### config.mk
export PLATFORM = sky130hd
export DESIGN_NAME = utf8_to_utf16_length_counter
export DESIGN_NICKNAME = d
export VERILOG_FILES = /design/src/rtl/u8u16len_pkg.sv /design/src/rtl/u8u16len_in_stage.sv /design/src/rtl/u8u16len_count.sv /design/src/rtl/u8u16len_out_stage.sv /design/src/rtl/utf8_to_utf16_length_counter.sv
export SDC_FILE = /design/constraint.sdc
export NUM_CORES = 1
export LEC_CHECK = 0
export ABC_AREA = 1
export BUFFER_PORTS_ARGS = -buffer_cell sky130_fd_sc_hd__buf_2
export CAP_MARGIN = 30
export CELL_PAD_IN_SITES_DETAIL_PLACEMENT = 0
export CELL_PAD_IN_SITES_GLOBAL_PLACEMENT = 2
export CORE_ASPECT_RATIO = 0.7
export CORE_UTILIZATION = 36
export DETAILED_ROUTE_END_ITERATION = 10
export PLACE_DENSITY = 0.87
export SLEW_MARGIN = 20
export SYNTH_ARGS = -nofsm -noshare
export SYNTH_HDL_FRONTEND = slang
export SYNTH_HIERARCHICAL = 1
export SYNTH_SLANG_ARGS = --single-unit
export TNS_END_PERCENT = 20
### constraint.sdc
create_clock -name clk -period 4.8 [get_ports clk]
set_clock_uncertainty 0.2 [all_clocks]
set_input_delay 1.2 -clock clk [delete_from_list [all_inputs] [get_ports clk]]
set_output_delay 1.2 -clock clk [all_outputs]
set_load 0.01 [all_outputs]
### src/rtl/u8u16len_pkg.sv
`timescale 1ns / 1ps

package u8u16len_pkg;

  localparam int unsigned RESULT_WIDTH = 32;

  // byte class masks and patterns
  localparam logic [7:0] MASK_TOP1 = 8'h80;
  localparam logic [7:0] MASK_TOP3 = 8'hE0;
  localparam logic [7:0] MASK_TOP4 = 8'hF0;
  localparam logic [7:0] MASK_TOP5 = 8'hF8;
  localparam logic [7:0] PAT_LEAD2 = 8'hC0;
  localparam logic [7:0] PAT_LEAD3 = 8'hE0;
  localparam logic [7:0] PAT_LEAD4 = 8'hF0;
  localparam logic [7:0] MASK_LEAD4_BITS = 8'h07;
  localparam logic [7:0] MASK_FOLLOW_BITS = 8'h3F;
  localparam logic [7:0] FOLLOW_PLANE_MIN = 8'h10;

  localparam logic [1:0] NEED_NONE = 2'd0;
  localparam logic [1:0] NEED_ONE = 2'd1;
  localparam logic [1:0] NEED_TWO = 2'd2;
  localparam logic [1:0] NEED_THREE = 2'd3;

  typedef struct packed {
    logic [7:0] data_byte;
    logic       has_byte;
    logic       last;
  } item_t;

endpackage

### src/rtl/u8u16len_in_stage.sv
`timescale 1ns / 1ps

module u8u16len_in_stage (
  input  logic                 clk,
  input  logic                 rst,
  input  logic                 in_valid,
  output logic                 in_ready,
  input  u8u16len_pkg::item_t  in_item,
  input  logic                 advance,
  output logic                 item_valid,
  output u8u16len_pkg::item_t  item
);

  assign in_ready = !item_valid || advance;

  always_ff @(posedge clk) begin
    if (rst) begin
      item_valid <= 1'b0;
    end else if (in_ready) begin
      item_valid <= in_valid;
    end
  end

  always_ff @(posedge clk) begin
    if (in_ready && in_valid) begin
      item <= in_item;
    end
  end

endmodule

### src/rtl/u8u16len_count.sv
`timescale 1ns / 1ps

module u8u16len_count #(
  parameter int unsigned COUNT_WIDTH = 32
) (
  input  logic                                     clk,
  input  logic                                     rst,
  input  logic                                     go,
  input  u8u16len_pkg::item_t                      item,
  output logic                                     res_valid,
  output logic [u8u16len_pkg::RESULT_WIDTH-1:0]    res_value
);

  localparam int unsigned RW = u8u16len_pkg::RESULT_WIDTH;

  logic [7:0]             pending_lead, pending_lead_next;
  logic [7:0]             follow0, follow0_next;
  logic [1:0]             bytes_needed, bytes_needed_next;
  logic [1:0]             bytes_collected, bytes_collected_next;
  logic [COUNT_WIDTH-1:0] running_units, running_units_next;

  logic [1:0]             inc_take;
  logic [1:0]             inc_tail;
  logic [1:0]             inc;
  logic                   wide;
  logic [COUNT_WIDTH:0]   sum;
  logic [COUNT_WIDTH-1:0] sat_units;

  always_comb begin
    pending_lead_next    = pending_lead;
    follow0_next         = follow0;
    bytes_needed_next    = bytes_needed;
    bytes_collected_next = bytes_collected;
    inc_take             = 2'd0;
    inc_tail             = 2'd0;
    wide                 = 1'b0;

    if (item.has_byte) begin
      if (bytes_needed != u8u16len_pkg::NEED_NONE) begin
        if (bytes_collected == 2'd0) begin
          follow0_next = item.data_byte;
        end
        bytes_collected_next = bytes_collected + 2'd1;
        if (bytes_collected_next >= bytes_needed) begin
          // only a complete 4-byte form above the bmp needs a surrogate pair
          wide = (bytes_needed == u8u16len_pkg::NEED_THREE) &&
                 (((pending_lead & u8u16len_pkg::MASK_LEAD4_BITS) != 8'h00) ||
                  ((follow0 & u8u16len_pkg::MASK_FOLLOW_BITS) >=
                   u8u16len_pkg::FOLLOW_PLANE_MIN));
          inc_take             = wide ? 2'd2 : 2'd1;
          bytes_needed_next    = u8u16len_pkg::NEED_NONE;
          bytes_collected_next = 2'd0;
        end
      end else begin
        pending_lead_next    = item.data_byte;
        bytes_collected_next = 2'd0;
        priority if ((item.data_byte & u8u16len_pkg::MASK_TOP1) == 8'h00) begin
          inc_take = 2'd1;
        end else if ((item.data_byte & u8u16len_pkg::MASK_TOP3) ==
                     u8u16len_pkg::PAT_LEAD2) begin
          bytes_needed_next = u8u16len_pkg::NEED_ONE;
        end else if ((item.data_byte & u8u16len_pkg::MASK_TOP4) ==
                     u8u16len_pkg::PAT_LEAD3) begin
          bytes_needed_next = u8u16len_pkg::NEED_TWO;
        end else if ((item.data_byte & u8u16len_pkg::MASK_TOP5) ==
                     u8u16len_pkg::PAT_LEAD4) begin
          bytes_needed_next = u8u16len_pkg::NEED_THREE;
        end else begin
          inc_take = 2'd1;
        end
      end
    end

    // unfinished sequence at end: lead counts one, buffered bytes re-read as leads
    if (item.last && (bytes_needed_next != u8u16len_pkg::NEED_NONE)) begin
      priority if (bytes_collected_next == 2'd0) begin
        inc_tail = 2'd1;
      end else if (bytes_collected_next == 2'd1) begin
        inc_tail = 2'd2;
      end else if ((follow0_next & u8u16len_pkg::MASK_TOP3) == u8u16len_pkg::PAT_LEAD2) begin
        inc_tail = 2'd2;
      end else begin
        inc_tail = 2'd3;
      end
    end

    // take and tail never both add, so the sum stays within two bits
    inc = inc_take | inc_tail;
    sum = {1'b0, running_units} + {{(COUNT_WIDTH - 1){1'b0}}, inc};
    sat_units = sum[COUNT_WIDTH] ? {COUNT_WIDTH{1'b1}} : sum[COUNT_WIDTH-1:0];
    running_units_next = sat_units;

    if (item.last) begin
      pending_lead_next    = 8'h00;
      bytes_needed_next    = u8u16len_pkg::NEED_NONE;
      bytes_collected_next = 2'd0;
      running_units_next   = '0;
    end
  end

  always_ff @(posedge clk) begin
    if (rst) begin
      pending_lead    <= 8'h00;
      bytes_needed    <= u8u16len_pkg::NEED_NONE;
      bytes_collected <= 2'd0;
      running_units   <= '0;
    end else if (go) begin
      pending_lead    <= pending_lead_next;
      bytes_needed    <= bytes_needed_next;
      bytes_collected <= bytes_collected_next;
      running_units   <= running_units_next;
    end
  end

  always_ff @(posedge clk) begin
    if (go) begin
      follow0 <= follow0_next;
    end
  end

  assign res_valid = go && item.last;

  generate
    if (COUNT_WIDTH > RW) begin : g_clip
      assign res_value = (sat_units[COUNT_WIDTH-1:RW] != '0) ? {RW{1'b1}} : sat_units[RW-1:0];
    end else if (COUNT_WIDTH == RW) begin : g_same
      assign res_value = sat_units;
    end else begin : g_ext
      assign res_value = {{(RW - COUNT_WIDTH){1'b0}}, sat_units};
    end
  endgenerate

endmodule

### src/rtl/u8u16len_out_stage.sv
`timescale 1ns / 1ps

module u8u16len_out_stage (
  input  logic                                  clk,
  input  logic                                  rst,
  input  logic                                  load,
  input  logic [u8u16len_pkg::RESULT_WIDTH-1:0] load_value,
  output logic                                  free,
  output logic                                  out_valid,
  input  logic                                  out_ready,
  output logic [u8u16len_pkg::RESULT_WIDTH-1:0] out_data
);

  assign free = !out_valid || out_ready;

  always_ff @(posedge clk) begin
    if (rst) begin
      out_valid <= 1'b0;
    end else if (free) begin
      out_valid <= load;
    end
  end

  always_ff @(posedge clk) begin
    if (load) begin
      out_data <= load_value;
    end
  end

endmodule

### src/rtl/utf8_to_utf16_length_counter.sv
`timescale 1ns / 1ps

// channel   dir  tdata                     tuser       tlast
// s_axis    in   [7:0] data_byte           [0] has_byte  last
// m_axis    out  [31:0] unit_total         -           -
//
// one byte per cycle sustained unless a last beat waits for the output register; a beat
// is held in the input register and counted as it leaves; a last beat loads its total into the output register.
// rst is synchronous and clears the sequence state, the count and both valid flags.
// a stalled result holds in the output register; beats without last keep flowing,
// a last beat waits in the input register until the output register is free.

module utf8_to_utf16_length_counter #(
  parameter int unsigned COUNT_WIDTH = 32
) (
  input  logic        clk,
  input  logic        rst,
  input  logic        s_axis_tvalid,
  output logic        s_axis_tready,
  input  logic [7:0]  s_axis_tdata,   // [7:0] data_byte
  input  logic        s_axis_tuser,   // [0] has_byte
  input  logic        s_axis_tlast,
  output logic        m_axis_tvalid,
  input  logic        m_axis_tready,
  output logic [31:0] m_axis_tdata    // [31:0] unit_total
);

  u8u16len_pkg::item_t in_item;
  u8u16len_pkg::item_t item;
  logic                item_valid;
  logic                advance;
  logic                out_free;
  logic                res_valid;
  logic [31:0]         res_value;

  assign in_item.data_byte = s_axis_tdata;
  assign in_item.has_byte  = s_axis_tuser;
  assign in_item.last      = s_axis_tlast;

  // a beat that ends the string needs room for its result
  assign advance = item_valid && (!item.last || out_free);

  u8u16len_in_stage u_in (
    .clk        (clk),
    .rst        (rst),
    .in_valid   (s_axis_tvalid),
    .in_ready   (s_axis_tready),
    .in_item    (in_item),
    .advance    (advance),
    .item_valid (item_valid),
    .item       (item)
  );

  u8u16len_count #(
    .COUNT_WIDTH (COUNT_WIDTH)
  ) u_count (
    .clk       (clk),
    .rst       (rst),
    .go        (advance),
    .item      (item),
    .res_valid (res_valid),
    .res_value (res_value)
  );

  u8u16len_out_stage u_out (
    .clk        (clk),
    .rst        (rst),
    .load       (res_valid),
    .load_value (res_value),
    .free       (out_free),
    .out_valid  (m_axis_tvalid),
    .out_ready  (m_axis_tready),
    .out_data   (m_axis_tdata)
  );

endmodule
==> results.sh <==
export IMPL_maxSlewViolCount=0
export IMPL_tightest_slew_ns=0.803
export IMPL_start_util_pct=37.0
export IMPL_drive_above_1_share_pct=26.0
export IMPL_avgViaCountPerCell=4.81
export IMPL_path_class="reg -> reg"
export IMPL_antenna_found_initial=0
export IMPL_critPathRequiredTime_ns=4.80
export IMPL_clock_latency_ns=0.34
export IMPL_total_power_mw=1.61
export IMPL_fin_util_pct=42.6
export IMPL_min_delay_path_class="reg -> reg"
export IMPL_synth_cell_types=32
export IMPL_grt_pass1_wl_um=18200
export IMPL_cts_sinks=87
export IMPL_die_area_sq_mm=0.0132
export IMPL_synth_area_leaders="edfxtp_1, dfxtp_1, nand2_1"
export IMPL_tritoncts="yes"
export IMPL_timing_final_crit_share_pct=83.5
export IMPL_leakage_nw=2.02
export IMPL_timing_fmax_mhz=250
export IMPL_cts_resized=0
export IMPL_drt_iter0_drc=208
export IMPL_drc=1
export IMPL_gp_congestion=0.833
export IMPL_drtAntennaViolNets=0
export IMPL_synthCells=542
export IMPL_overflow=0
export IMPL_cts_buffers_inserted=9
export IMPL_yosysTopAreaCellShare_pct=30.1
export IMPL_final_cell_mix="nand2_1, nor2_1, buf_2, edfxtp_1, inv_1"
export IMPL_synthAdderAreaFrac_pct=1.80
export IMPL_cts_buffer_depth=2
export IMPL_synthesis_area_sq_mm=0.00459
export IMPL_area_delta_synth_final_pct=15.3
export IMPL_synth_seq_area_share_pct=48.0
export IMPL_outcome="finished, violations left"
export IMPL_grt_pass1_vias=3355
export IMPL_drtPass1Iterations=8
export IMPL_synth_seq_cells=87
export IMPL_die_h_um=96.5
export IMPL_fill_cells=1231
export IMPL_cts_root_buf="clkbuf_16"
export IMPL_synthXorXnorAreaFrac_pct=0.954
export IMPL_postSynthAreaPerCell_sq_um=8.47
export IMPL_syn_nets=562
export IMPL_grt_usage_pct=18.5
export IMPL_min_period_ns=4.01
export IMPL_violations="DRC"
export IMPL_dieWidth_um=137
export IMPL_synth_simple_gate_area_share_pct=34.3
export IMPL_dpl_hpwl_um=8270
export IMPL_grt_max_degree=42
export IMPL_worstSetupEndpointType="flip-flop"
export IMPL_core_area_sq_mm=0.0124
export IMPL_clk_pin_slew_worst_paths_ns=0.07
export IMPL_drt_total_wl_um=11500
export IMPL_synth_top_family_by_area="simple AND/OR/NAND/NOR gates"
export IMPL_synth_compound_area_share_pct=9.54
export IMPL_finalSetupTns_ns=0
export IMPL_yosys_area_top_type="edfxtp_1"
export IMPL_layout_commonest_cell="nand2_1"
export IMPL_power_density_mw_per_mm2=303
export IMPL_post_cts_setup_buffers=0
export IMPL_ir_drop_mv=0.188
export IMPL_cap_viol_max_count=0
export IMPL_yosysWarnings=6
export IMPL_routedWlPerCell_um=15.2
export IMPL_rows=34
export IMPL_io_buffers=47
export IMPL_num_vias=3652
export IMPL_htree_levels=3
export IMPL_startpoint_type="flip-flop"
export IMPL_antenna_cells=0
export IMPL_slew_headroom_pct=46.4
export IMPL_arrival_ns=4.01
export IMPL_final_hold_viol_count=0
export IMPL_setup_viol_count_final=0
export IMPL_num_nets_final=612
export IMPL_ioPinCount=48
export IMPL_path_max_fanout=31
export IMPL_synth_mux_area_share_pct=0
export IMPL_holdBufCountCts=0
export IMPL_rsz0062_at_grt="false"
-- path summary, 6_finish.rpt --
kind / startpoint / end / slack (ns) / cells past startpoint
worst max-delay path: u_count/bytes_collected[0]$_SDFFE_PP0P_ / u_count/running_units[2]$_SDFFE_PP0P_ / 0.79 / 22
worst min-delay path: u_count/pending_lead[1]$_SDFFE_PP0P_ / u_count/pending_lead[1]$_SDFFE_PP0P_ / 0.26 / 2
worst max register to register: u_count/bytes_collected[0]$_SDFFE_PP0P_ / u_count/running_units[2]$_SDFFE_PP0P_ / 0.79 / 22
worst min register to register: u_count/pending_lead[1]$_SDFFE_PP0P_ / u_count/pending_lead[1]$_SDFFE_PP0P_ / 0.26 / 2
-- through the flow --
| stage | hold WS [ns] | setup slack, ns | std cells | instance area (sq um) |
|---|---|---|---|---|
| 6_report | 0.261 | 0.793 | 759 | 5290 |
| 5_1_grt | 0.293 | 0.517 | 759 | 5290 |
| 4_1_cts | 0.265 | 0.816 | 758 | 5290 |
| 3_5_place_dp | 0.256 | 0.812 | 742 | 4980 |
| 3_3_place_gp | 0.250 | 1.01 | 742 | 4980 |
| 2_1_floorplan | 0.241 | 1.57 | 542 | 4590 |
-- logic make-up (layout without fill, tap and decap cells) --
group                      after synthesis  in the layout
adders and majority gates                6              6
buffers and inverters                   58            113
AOI/OAI and AO/OA                       62             62
DFF                                     87             87
xor gates and xnor gates                 5              5
and+or+nand+nor                        324            324
-- worst max-delay path, cell delays in order (launching register included) --
cell	delay, ns
dfxtp_1	0.35
inv_1	0.08
ha_1	0.31
ha_1	0.28
nand2_1	0.05
nand2_1	0.07
nand2_1	0.08
inv_1	0.08
o21ai_0	0.10
nor2_1	0.12
nor2_1	0.06
nand2_1	0.06
nand2_1	0.06
ha_1	0.22
fa_1	0.43
nand3_2	0.14
inv_2	0.06
nand2_4	0.07
nor2_4	0.05
nand2_4	0.49
o21ai_0	0.29
nand2_1	0.13
a21oi_1	0.06
-- cells in the mapped netlist (all sizes together) --
cell / count
dfxtp: 41
a21oi: 45
xnor2: 2
ha: 5
o21ai: 14
edfxtp: 46
nand2: 206
buf: 9
a31oi: 3
nor3: 1
nor2: 62
or2: 5
fa: 1
and2: 1
xor2: 3
inv: 44
nand3: 38
nand3b: 11
clkbuf: 5
-- layout make-up --
| cell class | count | area [sq um] | share of cell area [%] |
|---|---|---|---|
| Clock buffer | 11 | 264 | 4.99 |
| Clock inverter | 5 | 37.5 | 0.709 |
| Inverter | 44 | 165 | 3.12 |
| Multi-Input combinational cell | 397 | 2140 | 40.4 |
| Sequential cell | 87 | 2200 | 41.6 |
| Tap cell | 162 | 203 | 3.83 |
| Timing Repair Buffer | 53 | 280 | 5.30 |
-- per-layer routing --
metal / vias to the layer above / global-route usage (%) / wire length, um
met3: 9 / 4.28 / 501
met4: 0 / 3.66 / 48
li1: 1854 / - / -
met1: 1699 / 27.8 / 6210
met5: - / 0 / 0
met2: 90 / 26.7 / 4770
-- registers in the layout (all words and copies together) (netlist names) --
| name | flops |
|---|---|
| u_count/bytes_needed | 2 |
| u_in/item | 10 |
| u_count/follow0 | 4 |
| u_count/pending_lead | 3 |
| u_in/item_valid | 1 |
| u_count/running_units | 32 |
| u_out/out_valid | 1 |
| u_count/bytes_collected | 2 |
| u_out/out_data | 32 |
-- report_power, final --
part | switching, mW | internal [mW]
Clock | 0.304 | 0.400
Sequential | 0.00987 | 0.805
Combinational | 0.0616 | 0.0259
Total | 0.375 | 1.23
Power figures use the tool's default switching activity.
